<file path="src/hw/rtl/assert_macros.svh">
// Assertion helpers for the RTL.
// Each macro takes a label, the clock, the active-low reset and the expressions.
`ifndef ASSERT_MACROS_SVH
`define ASSERT_MACROS_SVH

// Condition must hold at every edge outside reset.
`define ASSERT_ALWAYS(label, clk, rst_n, cond) \
    label: assert property (@(posedge clk) disable iff (!rst_n) (cond)) \
        else $error("assertion failed");

// Same-cycle implication.
`define ASSERT_IMPLIES(label, clk, rst_n, ante, cons) \
    label: assert property (@(posedge clk) disable iff (!rst_n) (ante) |-> (cons)) \
        else $error("assertion failed");

// Next-cycle implication.
`define ASSERT_NEXT(label, clk, rst_n, ante, cons) \
    label: assert property (@(posedge clk) disable iff (!rst_n) (ante) |=> (cons)) \
        else $error("assertion failed");

`endif

</file>
<file path="src/hw/rtl/brs_pkg.sv">
package brs_pkg;

    localparam int TIME_WIDTH  = 32;
    localparam int LEVEL_W     = 7;
    localparam int TIMEOUT_W   = 22;
    localparam int MAXRET_W    = 4;
    localparam int RETRY_W     = 5;
    localparam int ADDR_W      = 4;
    localparam int DATA_W      = 32;

    localparam logic [LEVEL_W-1:0]   LOW_THR_RST    = 7'd20;
    localparam logic [LEVEL_W-1:0]   RESUME_THR_RST = 7'd80;
    localparam logic [TIMEOUT_W-1:0] TIMEOUT_RST    = 22'd60000;
    localparam logic [MAXRET_W-1:0]  MAX_RETRY_RST  = 4'd3;
    localparam logic [RETRY_W-1:0]   RETRY_CAP      = 5'd16;

    typedef enum logic [2:0] {
        MODE_WORK    = 3'd0,
        MODE_LOW     = 3'd1,
        MODE_TRAVEL  = 3'd2,
        MODE_ARRIVED = 3'd3,
        MODE_DOCK    = 3'd4,
        MODE_CHARGE  = 3'd5,
        MODE_RESUME  = 3'd6,
        MODE_ERROR   = 3'd7
    } mode_t;

    typedef enum logic [2:0] {
        REQ_NONE   = 3'd0,
        REQ_START  = 3'd1,
        REQ_STOP   = 3'd2,
        REQ_TRAVEL = 3'd3,
        REQ_CHON   = 3'd4,
        REQ_CHOFF  = 3'd5,
        REQ_RESUME = 3'd6
    } req_t;

    typedef enum logic [1:0] {
        REG_LOW_THR    = 2'd0,
        REG_RESUME_THR = 2'd1,
        REG_TIMEOUT    = 2'd2,
        REG_MAX_RETRY  = 2'd3
    } reg_idx_t;

    typedef struct packed {
        logic [LEVEL_W-1:0]   low_threshold;
        logic [LEVEL_W-1:0]   resume_threshold;
        logic [TIMEOUT_W-1:0] travel_timeout;
        logic [MAXRET_W-1:0]  max_retries;
    } cfg_t;

    typedef struct packed {
        logic [TIME_WIDTH-1:0] now_time;
        logic [LEVEL_W-1:0]    level;
        logic                  level_valid;
        logic                  start_work_ok;
        logic                  stop_work_ok;
        logic                  travel_req_ok;
        logic                  travel_done;
        logic                  dock_done;
        logic                  charge_on_ok;
        logic                  charge_off_ok;
        logic                  resume_ok;
    } tick_t;

    typedef struct packed {
        mode_t              mode;
        req_t               request;
        logic [RETRY_W-1:0] retries_used;
    } result_t;

endpackage

</file>
<file path="src/hw/rtl/brs_cfg_regs.sv">
module brs_cfg_regs (
    input  logic                       clk,
    input  logic                       rst_n,
    input  logic                       psel,
    input  logic                       penable,
    input  logic                       pwrite,
    input  logic [brs_pkg::ADDR_W-1:0] paddr,
    input  logic [brs_pkg::DATA_W-1:0] pwdata,
    output logic [brs_pkg::DATA_W-1:0] prdata,
    output logic                       pready,
    output brs_pkg::cfg_t              cfg
);

    brs_pkg::cfg_t    cfg_reg;
    brs_pkg::cfg_t    cfg_next;
    brs_pkg::reg_idx_t idx;
    logic             wr_en;

    assign pready = 1'b1;
    assign idx    = brs_pkg::reg_idx_t'(paddr[3:2]);
    assign wr_en  = psel && penable && pwrite;
    assign cfg    = cfg_reg;

    always_comb
    begin
        cfg_next = cfg_reg;
        if (wr_en)
        begin
            unique case (idx)
                brs_pkg::REG_LOW_THR:
                    cfg_next.low_threshold = pwdata[brs_pkg::LEVEL_W-1:0];
                brs_pkg::REG_RESUME_THR:
                    cfg_next.resume_threshold = pwdata[brs_pkg::LEVEL_W-1:0];
                brs_pkg::REG_TIMEOUT:
                    cfg_next.travel_timeout = pwdata[brs_pkg::TIMEOUT_W-1:0];
                brs_pkg::REG_MAX_RETRY:
                    cfg_next.max_retries = pwdata[brs_pkg::MAXRET_W-1:0];
                default: ;
            endcase
        end
    end

    always_comb
    begin
        prdata = '0;
        unique case (idx)
            brs_pkg::REG_LOW_THR:
                prdata = brs_pkg::DATA_W'(cfg_reg.low_threshold);
            brs_pkg::REG_RESUME_THR:
                prdata = brs_pkg::DATA_W'(cfg_reg.resume_threshold);
            brs_pkg::REG_TIMEOUT:
                prdata = brs_pkg::DATA_W'(cfg_reg.travel_timeout);
            brs_pkg::REG_MAX_RETRY:
                prdata = brs_pkg::DATA_W'(cfg_reg.max_retries);
            default: ;
        endcase
    end

    always_ff @(posedge clk or negedge rst_n)
    begin
        if (!rst_n)
        begin
            cfg_reg.low_threshold    <= brs_pkg::LOW_THR_RST;
            cfg_reg.resume_threshold <= brs_pkg::RESUME_THR_RST;
            cfg_reg.travel_timeout   <= brs_pkg::TIMEOUT_RST;
            cfg_reg.max_retries      <= brs_pkg::MAX_RETRY_RST;
        end
        else
        begin
            cfg_reg <= cfg_next;
        end
    end

endmodule

</file>
<file path="src/hw/rtl/brs_seq_core.sv">
`include "assert_macros.svh"

module brs_seq_core (
    input  logic             clk,
    input  logic             rst_n,
    input  logic             step_en,
    input  brs_pkg::tick_t   tick,
    input  brs_pkg::cfg_t    cfg,
    output brs_pkg::result_t result
);

    brs_pkg::mode_t                  mode_reg, mode_next;
    logic                            work_started_reg, work_started_next;
    logic [brs_pkg::RETRY_W-1:0]     retry_count_reg, retry_count_next;
    logic [brs_pkg::TIME_WIDTH-1:0]  travel_start_reg, travel_start_next;
    brs_pkg::req_t                   req;

    logic [brs_pkg::TIME_WIDTH-1:0]  elapsed;
    logic [brs_pkg::TIME_WIDTH-1:0]  timeout_ext;
    logic                            timed_out;
    logic [brs_pkg::RETRY_W-1:0]     retry_inc;
    logic                            retry_left;

    // wrapping difference handles counter rollover
    assign elapsed     = tick.now_time - travel_start_reg;
    assign timeout_ext = brs_pkg::TIME_WIDTH'(cfg.travel_timeout);
    assign timed_out   = elapsed > timeout_ext;
    assign retry_inc   = (retry_count_reg < brs_pkg::RETRY_CAP) ?
                         retry_count_reg + 5'd1 : retry_count_reg;
    assign retry_left  = retry_inc <= brs_pkg::RETRY_W'(cfg.max_retries);

    always_comb
    begin
        mode_next         = mode_reg;
        work_started_next = work_started_reg;
        retry_count_next  = retry_count_reg;
        travel_start_next = travel_start_reg;
        req               = brs_pkg::REQ_NONE;
        unique case (mode_reg)
            brs_pkg::MODE_WORK:
            begin
                if (!work_started_reg)
                begin
                    req               = brs_pkg::REQ_START;
                    work_started_next = tick.start_work_ok;
                end
                if (!work_started_reg && !tick.start_work_ok)
                    mode_next = brs_pkg::MODE_ERROR;
                else if (tick.level_valid && tick.level <= cfg.low_threshold)
                    mode_next = brs_pkg::MODE_LOW;
            end
            brs_pkg::MODE_LOW:
            begin
                if (!tick.stop_work_ok)
                begin
                    req       = brs_pkg::REQ_STOP;
                    mode_next = brs_pkg::MODE_ERROR;
                end
                else
                begin
                    // stop succeeded, travel issued in the same tick
                    req               = brs_pkg::REQ_TRAVEL;
                    travel_start_next = tick.now_time;
                    mode_next         = tick.travel_req_ok ? brs_pkg::MODE_TRAVEL
                                                           : brs_pkg::MODE_ERROR;
                end
            end
            brs_pkg::MODE_TRAVEL:
            begin
                if (timed_out)
                begin
                    retry_count_next = retry_inc;
                    if (retry_left)
                    begin
                        travel_start_next = tick.now_time;
                        req               = brs_pkg::REQ_TRAVEL;
                    end
                    else
                        mode_next = brs_pkg::MODE_ERROR;
                end
                else if (tick.travel_done)
                begin
                    retry_count_next = '0;
                    mode_next        = brs_pkg::MODE_ARRIVED;
                end
            end
            brs_pkg::MODE_ARRIVED:
                mode_next = brs_pkg::MODE_DOCK;
            brs_pkg::MODE_DOCK:
            begin
                if (tick.dock_done)
                begin
                    req       = brs_pkg::REQ_CHON;
                    mode_next = tick.charge_on_ok ? brs_pkg::MODE_CHARGE
                                                  : brs_pkg::MODE_ERROR;
                end
            end
            brs_pkg::MODE_CHARGE:
            begin
                if (tick.level_valid && tick.level >= cfg.resume_threshold)
                begin
                    req       = brs_pkg::REQ_CHOFF;
                    mode_next = tick.charge_off_ok ? brs_pkg::MODE_RESUME
                                                   : brs_pkg::MODE_ERROR;
                end
            end
            brs_pkg::MODE_RESUME:
            begin
                req = brs_pkg::REQ_RESUME;
                if (tick.resume_ok)
                begin
                    work_started_next = 1'b1;
                    mode_next         = brs_pkg::MODE_WORK;
                end
                else
                    mode_next = brs_pkg::MODE_ERROR;
            end
            brs_pkg::MODE_ERROR: ;
            default: ;
        endcase
    end

    assign result.mode         = mode_next;
    assign result.request      = req;
    assign result.retries_used = retry_count_next;

    always_ff @(posedge clk or negedge rst_n)
    begin
        if (!rst_n)
        begin
            mode_reg         <= brs_pkg::MODE_WORK;
            work_started_reg <= 1'b0;
            retry_count_reg  <= '0;
            travel_start_reg <= '0;
        end
        else if (step_en)
        begin
            mode_reg         <= mode_next;
            work_started_reg <= work_started_next;
            retry_count_reg  <= retry_count_next;
            travel_start_reg <= travel_start_next;
        end
    end

    `ASSERT_NEXT(a_error_sticky, clk, rst_n, mode_reg == brs_pkg::MODE_ERROR, mode_reg == brs_pkg::MODE_ERROR)
    `ASSERT_ALWAYS(a_retry_cap, clk, rst_n, retry_count_reg <= brs_pkg::RETRY_CAP)
    `ASSERT_NEXT(a_arrive_dock, clk, rst_n, step_en && mode_reg == brs_pkg::MODE_ARRIVED, mode_reg == brs_pkg::MODE_DOCK)
    `ASSERT_NEXT(a_hold_idle, clk, rst_n, !step_en, $stable(mode_reg) && $stable(retry_count_reg))

endmodule

</file>
<file path="src/hw/rtl/battery_recharge_sequencer.sv">
// Battery recharge sequencer.
// Input channel (in_valid / in_stall): one update item per tick carrying the
// timestamp, battery level with its valid flag and the answers to whatever
// the current mode asks. Output channel (out_valid / out_stall): one result
// item per input item with the new mode, the request issued in that tick and
// the travel retry count.
// Path from input accept to result valid: input register, then next-state
// logic into the result register. Throughput: one item per cycle while
// out_stall is low, set by the next-state step of the mode register.
// Stalls: while a result waits under out_stall, one more item is still taken
// into the input register; in_stall rises only when both registers are full.
// Reset (rst_n low, async): mode goes to working with work not yet started,
// retry count and travel timer clear, thresholds 20/80, timeout 60000 ms,
// 3 retries. Both channels come out of reset empty.
// Configuration: APB registers at 0x0 low threshold, 0x4 resume threshold,
// 0x8 travel timeout, 0xC max retries; write only while the block is idle.
module battery_recharge_sequencer (
    input  logic                            clk,
    input  logic                            rst_n,
    // APB
    input  logic                            psel,
    input  logic                            penable,
    input  logic                            pwrite,
    input  logic [brs_pkg::ADDR_W-1:0]      paddr,
    input  logic [brs_pkg::DATA_W-1:0]      pwdata,
    output logic [brs_pkg::DATA_W-1:0]      prdata,
    output logic                            pready,
    // input items
    input  logic                            in_valid,
    output logic                            in_stall,
    input  logic [brs_pkg::TIME_WIDTH-1:0]  now_time,
    input  logic [brs_pkg::LEVEL_W-1:0]     level,
    input  logic                            level_valid,
    input  logic                            start_work_ok,
    input  logic                            stop_work_ok,
    input  logic                            travel_req_ok,
    input  logic                            travel_done,
    input  logic                            dock_done,
    input  logic                            charge_on_ok,
    input  logic                            charge_off_ok,
    input  logic                            resume_ok,
    // result items
    output logic                            out_valid,
    input  logic                            out_stall,
    output logic [2:0]                      mode,
    output logic [2:0]                      request,
    output logic [brs_pkg::RETRY_W-1:0]     retries_used
);

    brs_pkg::cfg_t    cfg;
    brs_pkg::tick_t   tick_reg;
    brs_pkg::result_t step_res;
    brs_pkg::result_t res_reg;
    logic             item_valid_reg;
    logic             out_valid_reg;
    logic             advance;
    logic             step_en;
    logic             in_take;

    brs_cfg_regs u_cfg (
        .clk     (clk),
        .rst_n   (rst_n),
        .psel    (psel),
        .penable (penable),
        .pwrite  (pwrite),
        .paddr   (paddr),
        .pwdata  (pwdata),
        .prdata  (prdata),
        .pready  (pready),
        .cfg     (cfg)
    );

    // result register free or being drained this cycle
    assign advance  = !out_valid_reg || !out_stall;
    assign step_en  = item_valid_reg && advance;
    assign in_stall = item_valid_reg && !advance;
    assign in_take  = in_valid && !in_stall;

    always_ff @(posedge clk or negedge rst_n)
    begin
        if (!rst_n)
            item_valid_reg <= 1'b0;
        else if (!in_stall)
            item_valid_reg <= in_valid;
    end

    // payload, no reset needed
    always_ff @(posedge clk)
    begin
        if (in_take)
        begin
            tick_reg.now_time      <= now_time;
            tick_reg.level         <= level;
            tick_reg.level_valid   <= level_valid;
            tick_reg.start_work_ok <= start_work_ok;
            tick_reg.stop_work_ok  <= stop_work_ok;
            tick_reg.travel_req_ok <= travel_req_ok;
            tick_reg.travel_done   <= travel_done;
            tick_reg.dock_done     <= dock_done;
            tick_reg.charge_on_ok  <= charge_on_ok;
            tick_reg.charge_off_ok <= charge_off_ok;
            tick_reg.resume_ok     <= resume_ok;
        end
    end

    brs_seq_core u_core (
        .clk     (clk),
        .rst_n   (rst_n),
        .step_en (step_en),
        .tick    (tick_reg),
        .cfg     (cfg),
        .result  (step_res)
    );

    always_ff @(posedge clk or negedge rst_n)
    begin
        if (!rst_n)
            out_valid_reg <= 1'b0;
        else if (advance)
            out_valid_reg <= item_valid_reg;
    end

    always_ff @(posedge clk)
    begin
        if (step_en)
            res_reg <= step_res;
    end

    assign out_valid    = out_valid_reg;
    assign mode         = res_reg.mode;
    assign request      = res_reg.request;
    assign retries_used = res_reg.retries_used;

endmodule
</file>
<file path="config.mk">
export PLATFORM = sky130hd
export DESIGN_NAME = battery_recharge_sequencer
export DESIGN_NICKNAME = d
export VERILOG_FILES = /design/src/hw/rtl/brs_pkg.sv /design/src/hw/rtl/brs_cfg_regs.sv /design/src/hw/rtl/brs_seq_core.sv /design/src/hw/rtl/battery_recharge_sequencer.sv
export VERILOG_INCLUDE_DIRS = /design/src /design/src/hw/rtl
export SDC_FILE = /design/constraint.sdc
export NUM_CORES = 1
export LEC_CHECK = 0
export BUFFER_PORTS_ARGS = -buffer_cell sky130_fd_sc_hd__buf_2
export CORE_ASPECT_RATIO = 1.5
export CORE_MARGIN = 2
export CORE_UTILIZATION = 30
export CTS_CLUSTER_DIAMETER = 120
export DETAILED_ROUTE_END_ITERATION = 7
export PLACE_DENSITY_LB_ADDON = 0.12
export SYNTH_ARGS = -nofsm -noshare
export SYNTH_HDL_FRONTEND = slang
export SYNTH_HIERARCHICAL = 1
export SYNTH_SLANG_ARGS = --single-unit
</file>
<file path="constraint.sdc">
create_clock -name clk -period 7.2 [get_ports clk]
set_clock_uncertainty 0.05 [all_clocks]
set_input_delay 0.36 -clock clk [delete_from_list [all_inputs] [get_ports clk]]
set_output_delay 0.36 -clock clk [all_outputs]
set_load 0.02 [all_outputs]
</file>
Yosys cells after proc, flatten, opt, wreduce, memory -nomap -nowiden
Cells that the tools add are included.

storage, ports and cells
  input port bits = 91
  register bits after elaboration = 142
  word-level logic and storage cells = 101

operators by class
  equality and inequality tests = 13
  add/subtract/negate cells = 2
  reductions and logical operators = 25
  magnitude comparators = 5
  mux-type cells = 32

operator list
  operator                                                                count
  32-bit one-hot mux with 4 select lines                                  1
  32-bit 2-to-1 mux                                                       3
  32-bit one-hot mux with 2 select lines                                  1
  3-bit 2-to-1 mux                                                        13
  32-bit by 22-bit greater-than comparator with 1-bit output              1
  32-bit subtractor                                                       1
  3-bit one-hot mux with 7 select lines                                   1
  5-bit 2-to-1 mux                                                        4
  3-bit one-hot mux with 6 select lines                                   1
  3-bit equality test (second input constant)                             3
  1-bit logical AND                                                       8
  2-bit AND reduction                                                     4
  7-bit >= comparator                                                     1
  7-bit <= comparator                                                     1
  3-bit by 2-bit equality test with 1-bit output (second input constant)  2
  1-bit logical NOT                                                       6
  5-bit by 1-bit adder with 5-bit output (second input constant)          1
  5-bit by 4-bit <= comparator with 1-bit output                          1
  5-bit < comparator (second input constant)                              1
  1-bit 2-to-1 mux                                                        5
  5-bit AND reduction                                                     1
  2-bit equality test (second input constant)                             2
  2-bit 2-to-1 mux                                                        2
  2-bit by 1-bit != test with 1-bit output (second input constant)        2
  9 further kinds                                                         11

Depth between registers and ports, before layout
Gate-level depths: netlist (run 1).

  word-level depth = 6
  depth in mapped cells = 24
  mapped depth without buffers = 24

Modules after synthesis
Netlist (run 1), hierarchy kept.

modules (own cells, without submodules)
  module                      sequential area each (um^2)  area each (um^2)  instances  cells an instance
  brs_seq_core                1026.0                       5270.1            1          643
  brs_cfg_regs                1017.2                       2010.7            1          136
  battery_recharge_sequencer  1821.7                       1864.3            1          67

Worst setup path before layout (run 1)
No wires, ideal clock.

  kind = register to register
  from = reg tick_reg[16] in the netlist's numbering
  to = reg u_core/travel_start_reg[10] in the netlist's numbering
  arrival = 4918 ps
  cell stages (with the launch flop) = 22
  path slack = 2107 ps
  clock period less this slack = 5093 ps
  cell sequence = edfxtp_1 inv_1 ha_1 inv_1 fa_1 a21o_1 a221oi_2 o21ai_0 a21o_1 a21oi_1 xnor2_1 ha_1 nand4_1 or4_1 o22ai_1 o221a_2 o311ai_1 or4b_4 nor4_4 o31ai_4 buf_6 mux2_4

between the ends
  word-level cells in the longest chain between the ends = 4

ends and longest elaborated chain
  what                                                        RTL line                          text
  start, declared                                             battery_recharge_sequencer.sv:51  brs_pkg::tick_t tick_reg;
  32-bit subtractor                                           brs_seq_core.sv:25                assign elapsed = tick.now_time - travel_start_reg;
  32-bit by 22-bit greater-than comparator with 1-bit output  brs_seq_core.sv:27                assign timed_out = elapsed > timeout_ext;
  2-bit by 1-bit != test with 1-bit output (no line)          --
  5-bit AND reduction (no line)                               --
  end signal, assigned                                        brs_seq_core.sv:141               travel_start_reg <= travel_start_next;
  end, declared                                               brs_seq_core.sv:15                logic [brs_pkg::TIME_WIDTH-1:0] travel_start_reg, travel_start_next;

No other way between the ends.
A chain may end at the register's enable or synchronous reset.

Worst setup path after layout (run 1)
  from = reg tick_reg[16] in the netlist's numbering
  to = reg u_core/travel_start_reg[7] in the netlist's numbering

The elaborated chain is that of the path after synthesis.

==> results of run 1 <==
-- per-layer routing --
layer / global-route usage [%] / wire length (µm) / vias up
li1: - / - / 3261
met1: 17.2 / 9620 / 3169
met2: 28.5 / 12400 / 133
met3: 2.99 / 708 / 31
met4: 5.99 / 528 / 0
met5: 0 / 0 / -
-- worst min-delay path by stage --
stage / to / slack, ns / cells past startpoint
after global routing: tick_reg[13] / 0.01 / 1
after floorplan: item_valid_reg / 0.01 / 0
after CTS: tick_reg[28] / 0.004 / 1
after detailed placement: out_valid / 0.18 / 1
after global placement: out_valid / 0.18 / 1
final: tick_reg[28] / 0.03 / 1
-- report_power, final --
group | internal [mW] | total (mW) | switching, mW
registers | 1.06 | 1.20 | 0.140
clock network | 0.557 | 0.905 | 0.349
logic | 0.869 | 1.97 | 1.10
total | 2.48 | 4.07 | 1.59
-- layout by cell type, fill, tap and decap left out, types with 5 or more instances in the layout --
cell type and instances:
sky130_fd_sc_hd__a21oi_1 50, sky130_fd_sc_hd__mux2_4 50, sky130_fd_sc_hd__mux2i_1 9, sky130_fd_sc_hd__o21ai_0 37
sky130_fd_sc_hd__a31oi_1 9, sky130_fd_sc_hd__xor2_1 9, sky130_fd_sc_hd__nand2_1 48, sky130_fd_sc_hd__o21a_1 13
sky130_fd_sc_hd__nor2_1 36, sky130_fd_sc_hd__edfxtp_1 59, sky130_fd_sc_hd__and2_1 16, sky130_fd_sc_hd__a21o_1 18
sky130_fd_sc_hd__nor2b_1 6, sky130_fd_sc_hd__dfrtp_1 70, sky130_fd_sc_hd__xnor2_1 14, sky130_fd_sc_hd__nand4_1 18
sky130_fd_sc_hd__o211ai_1 10, sky130_fd_sc_hd__a211oi_1 8, sky130_fd_sc_hd__and3_1 7, sky130_fd_sc_hd__buf_2 112
sky130_fd_sc_hd__conb_1 11, sky130_fd_sc_hd__clkbuf_16 18, sky130_fd_sc_hd__or2_2 5, sky130_fd_sc_hd__ha_1 72
sky130_fd_sc_hd__o22ai_1 9, sky130_fd_sc_hd__nor3_1 9, sky130_fd_sc_hd__nand3_1 13, sky130_fd_sc_hd__buf_4 7
sky130_fd_sc_hd__mux2_2 23, sky130_fd_sc_hd__dfstp_2 13, sky130_fd_sc_hd__inv_1 94
-- per-stage QoR --
step	area (µm²)	power, mW
floorplan	9180	2.70
global placement	10000	3.19
detailed placement	10000	3.20
CTS	10600	4.14
global route	10600	4.43
finish	10600	4.07
-- worst register-to-register path: cells and delay by family, from the launching register on --
kind	cells	cell delay, ns
AOI/OAI and AO/OA	9	1.78
and+or+nand+nor	4	1.50
xor gates and xnor gates	1	0.09
DFF	1	0.38
muxes	1	0.44
buffers and inverters	4	0.65
adders and majority gates	3	0.86
-- repair_timing --
| item | CTS | global route |
|---|---|---|
| hold buffers | 1 | 0 |
| hold endpoints to repair | 13 | 0 |
| setup endpoints to repair | 0 | 0 |
-- kinds of logic (layout without fill, tap and decap cells) --
family	after synthesis	in the layout	share of synthesized area, %
flops	142	142	42.3
mux	86	86	13.0
xor+xnor	23	23	2.20
other cells	2	11	0.0821
simple gates	181	181	10.5
fa+ha+maj	73	73	10.1
buf+inv	136	247	6.87
compound gates	203	203	15.1
-- cell type report --
| class | count | area share [%] |
|---|---|---|
| multi-input combinational | 577 | 44.1 |
| tap | 400 | 4.70 |
| inverter | 95 | 3.35 |
| clock inverter | 9 | 1.00 |
| timing repair buffer | 120 | 5.86 |
| sequential | 142 | 36.3 |
| clock buffer | 23 | 4.69 |
==> results.sh, run 1 <==
export IMPL_outcome="completed"
export IMPL_clk_path_buf_depth=2
export IMPL_synth_ff_type="sky130_fd_sc_hd__dfrtp_1"
export IMPL_cp_required_ns=7.48
export IMPL_max_slew_margin_rel_pct=36.4
export IMPL_fin_hold_ws_ns=0.0347
export IMPL_worst_endpoint_arrival_ns=6.16
export IMPL_detail_route_wl_per_cell_um=17.0
export IMPL_final_period_minus_worst_setup_slack_ns=5.88
export IMPL_cts_clk_slew_worst_paths_ns=0.06
export IMPL_min_from="now_time[12]"
export IMPL_stdcell_count=1366
export IMPL_worst_path_max_fanout=32
export IMPL_synth_top_cell_by_area="sky130_fd_sc_hd__edfxtp_1"
export IMPL_fillers=3053
export IMPL_crit_path_end="u_core/travel_start_reg[7]"
export IMPL_path_depth=22
export IMPL_reg2reg_setup_slack_ns=1.32
export IMPL_sequence_of_cells_on_the_critical_path="inv_1 -> ha_1 -> inv_1 -> fa_1 -> a21o_1 -> a221oi_2 -> o21ai_0 -> a21o_1 -> a21oi_1 -> xnor2_1 -> ha_1 -> nand4_1 -> or4_1 -> o22ai_1 -> o221a_2 -> o311ai_1 -> or4b_4 -> nor4_4 -> buf_4 -> o31ai_4 -> buf_4 -> mux2_4"
export IMPL_ctsHtreeMaxLevel=4
export IMPL_rows=78
export IMPL_vias=6594
export IMPL_worst_setup_path_type="flop to flop"
export IMPL_postcts_resize_cnt=0
export IMPL_largest_delay_contributor_family_on_the_critical_path="compound AO/OA/AOI/OAI gates"
export IMPL_timing_critical_path_slowest_cell_delay_ns=0.58
export IMPL_synth_edff_count=59
export IMPL_area_sequential_um2=3860
export IMPL_synth_top_cells_by_area="sky130_fd_sc_hd__edfxtp_1 19%, sky130_fd_sc_hd__dfrtp_1 19%, sky130_fd_sc_hd__ha_1 9.9%"
export IMPL_number_of_buffer_and_inverter_instances_along_the_worst_setup_path=4
export IMPL_achievable_frequency_mhz=170
export IMPL_synthMostInstantiatedCell="sky130_fd_sc_hd__inv_1"
export IMPL_initial_antenna_violation_count=1
export IMPL_timing_max_cap_violations=0
export IMPL_grt_overflow_total=0
export IMPL_detail_route_iter0_violations=215
export IMPL_design_core_area_um2=30200
export IMPL_worst_reg_to_reg_cells=22
export IMPL_critPathCaptureType="flop"
export IMPL_multi_input_comb_area_um2=4690
export IMPL_globalplace_congestion=0.847
export IMPL_effective_utilization_at_floorplan_pct=30.3
export IMPL_worst_hold_path_type="primary input to flop"
export IMPL_nets=1117
export IMPL_yosys_top_cell_area_share_pct=19.4
export IMPL_largest_reg_flops=48
export IMPL_wl_um=23200
export IMPL_ys_ff_latch=142
export IMPL_io_pins=137
export IMPL_maximum_number_of_pins_on_one_net_before_global_route_repair=71
export IMPL_power_density_nw_per_um2=383
export IMPL_tritoncts_num_buffers=17
export IMPL_yosysSeqAreaShare_pct=42.3
export IMPL_final_cell_utilization_of_the_core_pct=35.3
export IMPL_dp_hpwl_um=17800
export IMPL_clock_sink_count=142
export IMPL_setup_slack_ns=1.32
export IMPL_die_x_um=147
export IMPL_setup_repair_after_global_routing_missed_its_margin="no"
export IMPL_die_height_um=218
export IMPL_post_synth_cell_area_avg_um2=10.8
export IMPL_ys_warn_count=6
export IMPL_num_antenna_cells=0
export IMPL_drc=0
export IMPL_first_global_vias=6884
export IMPL_post_synth_instance_area_um2=9150
export IMPL_global_route_usage_total_pct=15.3
export IMPL_rr_endpoint="u_core/travel_start_reg[7]"
export IMPL_later_pin_clock_latency_in_the_skew_report_ns=0.45
export IMPL_async_flop_share_pct=58.5
export IMPL_worst_path_max_delay_cell="sky130_fd_sc_hd__or4_1"
export IMPL_number_of_different_library_cells_in_the_post_synthesis_netlist=80
export IMPL_design_die_area_um2=31900
export IMPL_dp_worst_setup_slack_ns=1.26
export IMPL_drt_pass1_iterations=5
export IMPL_hold_viol_final=0
export IMPL_postSynthCellCount=846
export IMPL_number_of_buffers_added_on_ports=113
export IMPL_min_period_over_period_pct=81.6
export IMPL_worstMarginPinSlew_ns=0.954
export IMPL_grt_first_pass_wirelength_um=37300
export IMPL_setup_tns_final_ns=0
export IMPL_slew_viol_final=0
export IMPL_post_cts_setup_buffers=0
export IMPL_setup_viol=0
export IMPL_final_antenna_net_count=0
export IMPL_power_ir_vdd_worst_v=0.000187
export IMPL_p_leak_nw=4.73
export IMPL_critical_path_reg2reg_startpoint="tick_reg[16]"
export IMPL_worst_setup_path_startpoint="tick_reg[16]"
export IMPL_placed_cells_incl_taps=1333
export IMPL_clockRootBuffer="sky130_fd_sc_hd__clkbuf_16"
export IMPL_area_growth_syn_to_layout_pct=16.3
export IMPL_synth_commonest_cells="94 x sky130_fd_sc_hd__inv_1, 72 x sky130_fd_sc_hd__ha_1, 70 x sky130_fd_sc_hd__dfrtp_1, 59 x sky130_fd_sc_hd__edfxtp_1"
export IMPL_cts_tree="built"
export IMPL_ratio_of_cells_with_drive_above_1_in_the_final_layout_pct=27.1
export IMPL_worstSetupStartpointType="flop"
export IMPL_viasPerCell=4.83
Power figures use the tool's default switching activity.
==> inputs of run 2 (changes only) <==
Clock period 7.2 ns to 4.8 ns, I/O delays scaled along.
==> run 2 against run 1 <==
The flow now finishes with violations (negative setup slack). Non-clock buffer count is 142 higher. Global-route usage increased by 1.6 points. Critical path depth rose by 3. Critical endpoint is now u_core/travel_start_reg[4]. Highest routed layer unchanged.
==> results.sh, run 2 (synthesis gave the netlist of run 1 again) <==
export IMPL_drc=0
export IMPL_worstSetupStartpointType="flop"
export IMPL_detail_route_wl_per_cell_um=17.5
export IMPL_clk_path_buf_depth=2
export IMPL_initial_antenna_violation_count=0
export IMPL_grt_overflow_total=0
export IMPL_final_period_minus_worst_setup_slack_ns=5.19
export IMPL_number_of_buffers_added_on_ports=113
export IMPL_setup_tns_final_ns=-14.90
export IMPL_num_antenna_cells=0
export IMPL_viasPerCell=4.84
export IMPL_final_antenna_net_count=0
export IMPL_max_slew_margin_rel_pct=51.6
export IMPL_rr_endpoint="u_core/travel_start_reg[4]"
export IMPL_vias=7294
export IMPL_wl_um=26400
export IMPL_min_period_over_period_pct=108
export IMPL_layout_commonest_cell="sky130_fd_sc_hd__buf_2"
export IMPL_setup_viol=47
export IMPL_setup_slack_ns=-0.395
export IMPL_worst_setup_path_type="flop to flop"
export IMPL_outcome="complete, but fails checks"
export IMPL_dp_worst_setup_slack_ns=-0.380
export IMPL_ctsHtreeMaxLevel=4
export IMPL_power_density_nw_per_um2=552
export IMPL_nets=1259
export IMPL_area_growth_syn_to_layout_pct=30.9
export IMPL_design_core_area_um2=30200
export IMPL_hold_viol_final=0
export IMPL_ratio_of_cells_with_drive_above_1_in_the_final_layout_pct=31.2
export IMPL_worstHoldEndpoint="u_cfg/cfg[27]"
export IMPL_largest_reg_flops=48
export IMPL_detail_route_iter0_violations=277
export IMPL_worst_path_max_fanout=7
export IMPL_global_route_usage_total_pct=16.9
export IMPL_globalplace_congestion=0.844
export IMPL_die_height_um=218
export IMPL_slew_viol_final=0
export IMPL_maximum_number_of_pins_on_one_net_before_global_route_repair=51
export IMPL_io_pins=137
export IMPL_reg2reg_setup_slack_ns=-0.39
export IMPL_layout_common_cells="112 x sky130_fd_sc_hd__buf_2, 94 x sky130_fd_sc_hd__inv_1, 75 x sky130_fd_sc_hd__buf_4"
export IMPL_worstMarginPinSlew_ns=0.726
export IMPL_rows=78
export IMPL_cp_required_ns=5.08
export IMPL_clock_sink_count=142
export IMPL_critical_path_reg2reg_startpoint="tick_reg[16]"
export IMPL_worst_hold_path_depth=2
export IMPL_dp_hpwl_um=19700
export IMPL_cts_tree="built"
export IMPL_power_mw=6.61
export IMPL_p_leak_nw=5.36
export IMPL_failed_checks="negative setup slack"
export IMPL_later_pin_clock_latency_in_the_skew_report_ns=0.45
export IMPL_tritoncts_num_buffers=17
export IMPL_design_die_area_um2=31900
export IMPL_drt_pass1_iterations=4
export IMPL_worst_hold_path_type="primary input to flop"
export IMPL_fin_hold_ws_ns=0.0456
export IMPL_min_from="pwdata[1]"
export IMPL_setup_repair_after_global_routing_missed_its_margin="yes"
export IMPL_clockRootBuffer="sky130_fd_sc_hd__clkbuf_16"
export IMPL_effective_utilization_at_floorplan_pct=30.3
export IMPL_grt_first_pass_wirelength_um=40900
export IMPL_cts_clk_slew_worst_paths_ns=0.06
export IMPL_critPathCaptureType="flop"
export IMPL_fillers=3013
export IMPL_worst_reg_to_reg_cells=25
export IMPL_power_ir_vdd_worst_v=0.000286
export IMPL_achievable_frequency_mhz=193
export IMPL_worst_endpoint_arrival_ns=5.48
export IMPL_timing_max_cap_violations=0
export IMPL_die_x_um=147
export IMPL_first_global_vias=7541
## run 2: cell types whose count changed in the layout (fill, tap and decap cells not counted), sizes merged
cell         previous run  this run
buf                   119       192
clkbuf                 23        28
dlygate4sd3             1        69
clkinv                  6         3
bufinv                  2         0
inv                    95        96
## run 2: area by class of cell
cell class	instances	area (µm²)	area share (%)
multi-input cells	577	4800	40.1
clock inverters	5	33.8	0.282
repair buffers	262	1920	16.0
flip-flops and latches	142	3860	32.3
well taps	400	500	4.18
clock buffers	27	494	4.13
inverters	95	357	2.98
## run 2: worst max-delay path, cell delays in order, from the launching register on
cell,delay [ns]
sky130_fd_sc_hd__edfxtp_1,0.40
sky130_fd_sc_hd__inv_1,0.08
sky130_fd_sc_hd__ha_2,0.17
sky130_fd_sc_hd__inv_1,0.05
sky130_fd_sc_hd__fa_2,0.34
sky130_fd_sc_hd__a21o_1,0.20
sky130_fd_sc_hd__a221oi_4,0.36
sky130_fd_sc_hd__nor4_4,0.07
sky130_fd_sc_hd__o21bai_1,0.19
sky130_fd_sc_hd__nand2_1,0.12
sky130_fd_sc_hd__buf_4,0.15
sky130_fd_sc_hd__buf_4,0.12
sky130_fd_sc_hd__xor2_1,0.15
sky130_fd_sc_hd__ha_1,0.28
sky130_fd_sc_hd__nand4_1,0.08
sky130_fd_sc_hd__or2_4,0.25
sky130_fd_sc_hd__o22ai_2,0.16
sky130_fd_sc_hd__o221a_2,0.22
sky130_fd_sc_hd__o311ai_4,0.09
sky130_fd_sc_hd__or4b_4,0.57
sky130_fd_sc_hd__nor4_4,0.13
sky130_fd_sc_hd__buf_4,0.16
sky130_fd_sc_hd__o31ai_4,0.08
sky130_fd_sc_hd__buf_6,0.15
sky130_fd_sc_hd__clkbuf_16,0.17
sky130_fd_sc_hd__mux2_4,0.29
## run 2: through the flow
| step | utilization (%) | instances | cell area (µm²) |
|---|---|---|---|
| final | 39.7 | 1508 | 12000 |
| after global placement | 34.7 | 1385 | 10500 |
| after CTS | 39.3 | 1502 | 11900 |
| after global routing | 39.7 | 1508 | 12000 |
| after floorplan | - | 855 | 9210 |
| after detailed placement | 34.7 | 1385 | 10500 |
## run 2: report_power, final
part           internal, mW  leakage [nW]  switching (mW)
Sequential             1.58          1.54           0.207
Combinational          1.70          3.56            1.90
Clock                 0.704         0.256           0.515
Total                  3.99          5.36            2.62
## run 2: worst max path at each step
| stage | start | endpoint | slack (ns) |
|---|---|---|---|
| 2_1_floorplan | tick_reg[16] | u_core/travel_start_reg[10] | 0.01 |
| 6_report | tick_reg[16] | u_core/travel_start_reg[4] | -0.39 |
| 5_1_grt | tick_reg[16] | u_core/travel_start_reg[15] | -0.63 |
| 3_5_place_dp | tick_reg[16] | u_core/travel_start_reg[13] | -0.38 |
| 3_3_place_gp | tick_reg[16] | u_core/travel_start_reg[15] | -0.30 |
| 4_1_cts | tick_reg[16] | u_core/travel_start_reg[1] | -0.40 |
## run 2: per-layer routing
| layer | GRT usage (%) | share of wire (%) |
|---|---|---|
| met1 | 17.3 | 38 |
| met2 | 32.8 | 55 |
| met3 | 2.85 | 2.7 |
| met4 | 8.19 | 3.7 |
| met5 | 0 | 0 |
## run 2: what timing repair did
action                                  4_1_cts  5_1_grt
cloned                                        1        1
endpoints found under the setup margin       48       48
endpoints found under the hold margin       101        0
gates resized for setup                      10       13
hold buffers                                 69        0
pin swaps                                    11        8
buffers inserted                             15        5
==> inputs of run 3 (changes only) <==
Settings changed: GPL_TIMING_DRIVEN from default to 0.
==> run 3 against run 2 <==
The flow still finishes with violations (negative setup slack). Via count shrank 0.51%. Setup slack lost 0.11 ns. Count of clock-buffer cells in the layout grew 1. Largest cell class unchanged. Design area grew 1.4%. Fmax shrank 2.1%. Final cell count grew 0.13%. First-iteration DRC count grew 2.2%. Largest power group unchanged. Sequential share of layout area shrank 0.45 points. Sequential power is essentially flat. Non-clock buffer count grew 2. Critical path depth shrank 1.
==> results.sh, run 3 (synthesis gave the netlist of run 1 again) <==
export IMPL_wl_um=25700
export IMPL_tritoncts_num_buffers=17
export IMPL_netSwitchingFraction_pct=39.7
export IMPL_min_period_over_period_pct=111
export IMPL_ctsHtreeMaxLevel=4
export IMPL_drt_pass1_iterations=4
export IMPL_maximum_number_of_pins_on_one_net_before_global_route_repair=49
export IMPL_timing_max_cap_violations=0
export IMPL_nets=1261
export IMPL_drc=0
export IMPL_comb_power_share_pct=53.1
export IMPL_detail_route_wl_per_cell_um=17.0
export IMPL_area_growth_syn_to_layout_pct=32.8
export IMPL_cts_clk_slew_worst_paths_ns=0.06
export IMPL_rows=78
export IMPL_io_pins=137
export IMPL_viasPerCell=4.81
export IMPL_worstMarginPinSlew_ns=0.652
export IMPL_setup_viol=48
export IMPL_setup_tns_final_ns=-21.09
export IMPL_critPathCaptureType="flop"
export IMPL_worst_path_max_delay_cell="sky130_fd_sc_hd__or4_4"
export IMPL_power_density_nw_per_um2=545
export IMPL_p_seq_share_pct=26.6
export IMPL_final_area_um2=12100
export IMPL_p_int_mw=3.99
export IMPL_initial_antenna_violation_count=0
export IMPL_worst_setup_path_type="flop to flop"
export IMPL_global_route_usage_total_pct=16.7
export IMPL_clk_path_buf_depth=2
export IMPL_achievable_frequency_mhz=188
export IMPL_switching_power_mw=2.62
export IMPL_die_height_um=218
export IMPL_final_antenna_net_count=0
export IMPL_multi_input_comb_area_um2=4880
export IMPL_fillers=2973
export IMPL_cp_required_ns=5.07
export IMPL_worstSetupStartpointType="flop"
export IMPL_setup_slack_ns=-0.506
export IMPL_hold_viol_final=0
export IMPL_failed_checks="negative setup slack"
export IMPL_max_slew_margin_rel_pct=56.1
export IMPL_design_die_area_um2=31900
export IMPL_later_pin_clock_latency_in_the_skew_report_ns=0.45
export IMPL_ratio_of_cells_with_drive_above_1_in_the_final_layout_pct=31.8
export IMPL_setup_repair_after_global_routing_missed_its_margin="yes"
export IMPL_first_global_vias=7631
export IMPL_worst_endpoint_arrival_ns=5.58
export IMPL_timing_critical_path_slowest_cell_delay_ns=0.56
export IMPL_area_sequential_um2=3860
export IMPL_power_ir_vdd_worst_v=0.000325
export IMPL_worst_hold_path_type="primary input to flop"
export IMPL_layout_commonest_cell="sky130_fd_sc_hd__buf_2"
export IMPL_layout_common_cells="119 x sky130_fd_sc_hd__buf_2, 92 x sky130_fd_sc_hd__inv_1, 70 x sky130_fd_sc_hd__dfrtp_1"
export IMPL_outcome="complete, but fails checks"
export IMPL_dp_hpwl_um=19400
export IMPL_final_period_minus_worst_setup_slack_ns=5.31
export IMPL_post_dp_cell_area_um2=10300
export IMPL_cts_tree="built"
export IMPL_grt_first_pass_wirelength_um=40700
export IMPL_clockRootBuffer="sky130_fd_sc_hd__clkbuf_16"
export IMPL_grt_overflow_total=0
export IMPL_detail_route_iter0_violations=283
export IMPL_globalplace_congestion=0.844
export IMPL_p_leak_nw=5.41
export IMPL_clock_sink_count=142
export IMPL_num_antenna_cells=0
export IMPL_vias=7257
export IMPL_power_frac_clock_pct=20.3
export IMPL_effective_utilization_at_floorplan_pct=30.3
export IMPL_number_of_buffers_added_on_ports=113
export IMPL_design_core_area_um2=30200
export IMPL_final_cell_utilization_of_the_core_pct=40.3
export IMPL_largest_reg_flops=48
export IMPL_sequence_of_cells_on_the_critical_path="inv_2 -> ha_4 -> inv_2 -> fa_2 -> a21o_1 -> a221oi_4 -> buf_4 -> o21ai_2 -> a21o_1 -> a21oi_2 -> xnor2_2 -> ha_1 -> nand4_1 -> or4_4 -> o22ai_2 -> o221a_2 -> o311ai_4 -> or4b_4 -> nor4_4 -> buf_4 -> o31ai_4 -> buf_12 -> buf_6 -> mux2_4"
export IMPL_slew_viol_final=0
export IMPL_die_x_um=147
export IMPL_worst_path_max_fanout=8
[run 3: area by class of cell]
cell class	count	area share, %
sequential	142	31.8
clock inverter	4	0.402
multi-input combinational	577	40.2
buffer	39	2.26
timing repair buffer	225	13.7
tap	400	4.12
inverter	95	2.94
clock buffer	28	4.52
[run 3: power by group through the flow]
stage,registers [mW],logic (mW),clock network (mW)
final,1.76,3.51,1.34
after global routing,1.80,3.90,1.44
after CTS,1.76,3.41,1.39
after detailed placement,1.78,3.14,0
after global placement,1.78,3.13,0
after floorplan,1.75,2.32,0
[run 3: timing repair]
| item | 4_1_cts | 5_1_grt |
|---|---|---|
| endpoints found under the hold margin | 102 | 0 |
| gates resized for setup | 39 | 14 |
| endpoints found under the setup margin | 48 | 48 |
| buffers inserted | 30 | 8 |
| cloned | 3 | 0 |
| pin swaps | 22 | 17 |
| hold buffers | 68 | 0 |
[run 3: critical path: cells and delay by family, from the launching register on]
family	cells	cell delay, ns
adders and majority gates	3	0.77
AOI/OAI and AO/OA	9	1.45
muxes	1	0.29
buffers and inverters	6	0.77
xor gates and xnor gates	1	0.09
and+or+nand+nor	4	1.35
DFF	1	0.41
[run 3: layer usage]
layer | global-route usage, % | up-vias | routed length, µm
met5 | 0 | - | 0
li1 | - | 3548 | -
met3 | 2.80 | 33 | 776
met2 | 32.7 | 141 | 14400
met4 | 7.48 | 0 | 799
met1 | 17.1 | 3535 | 9700
[run 3: worst paths after layout]
| check | startpoint | to | slack (ns) | cells past startpoint |
|---|---|---|---|---|
| min in group asynchronous | rst_n | out_valid | 0.25 | 2 |
| setup reg to reg | tick_reg[16] | u_core/travel_start_reg[27] | -0.51 | 24 |
| hold reg to reg | item_valid_reg | out_valid | 0.44 | 1 |
| max in group asynchronous | rst_n | u_cfg/cfg[37] | 3.74 | 3 |
| setup / recovery | tick_reg[16] | u_core/travel_start_reg[27] | -0.51 | 24 |
| hold / removal | pwdata[4] | u_cfg/cfg[30] | 0.03 | 2 |
[run 3: metrics by stage]
stage,instances,worst slack [ns],hold slack [ns],total power [mW]
after floorplan,855,0.0148,-0.106,4.07
after global placement,1368,-0.935,0.367,4.91
after detailed placement,1371,-0.849,0.205,4.92
after CTS,1504,-0.682,0.00628,6.57
after global routing,1510,-0.664,0.0274,7.14
final,1510,-0.506,0.0315,6.61
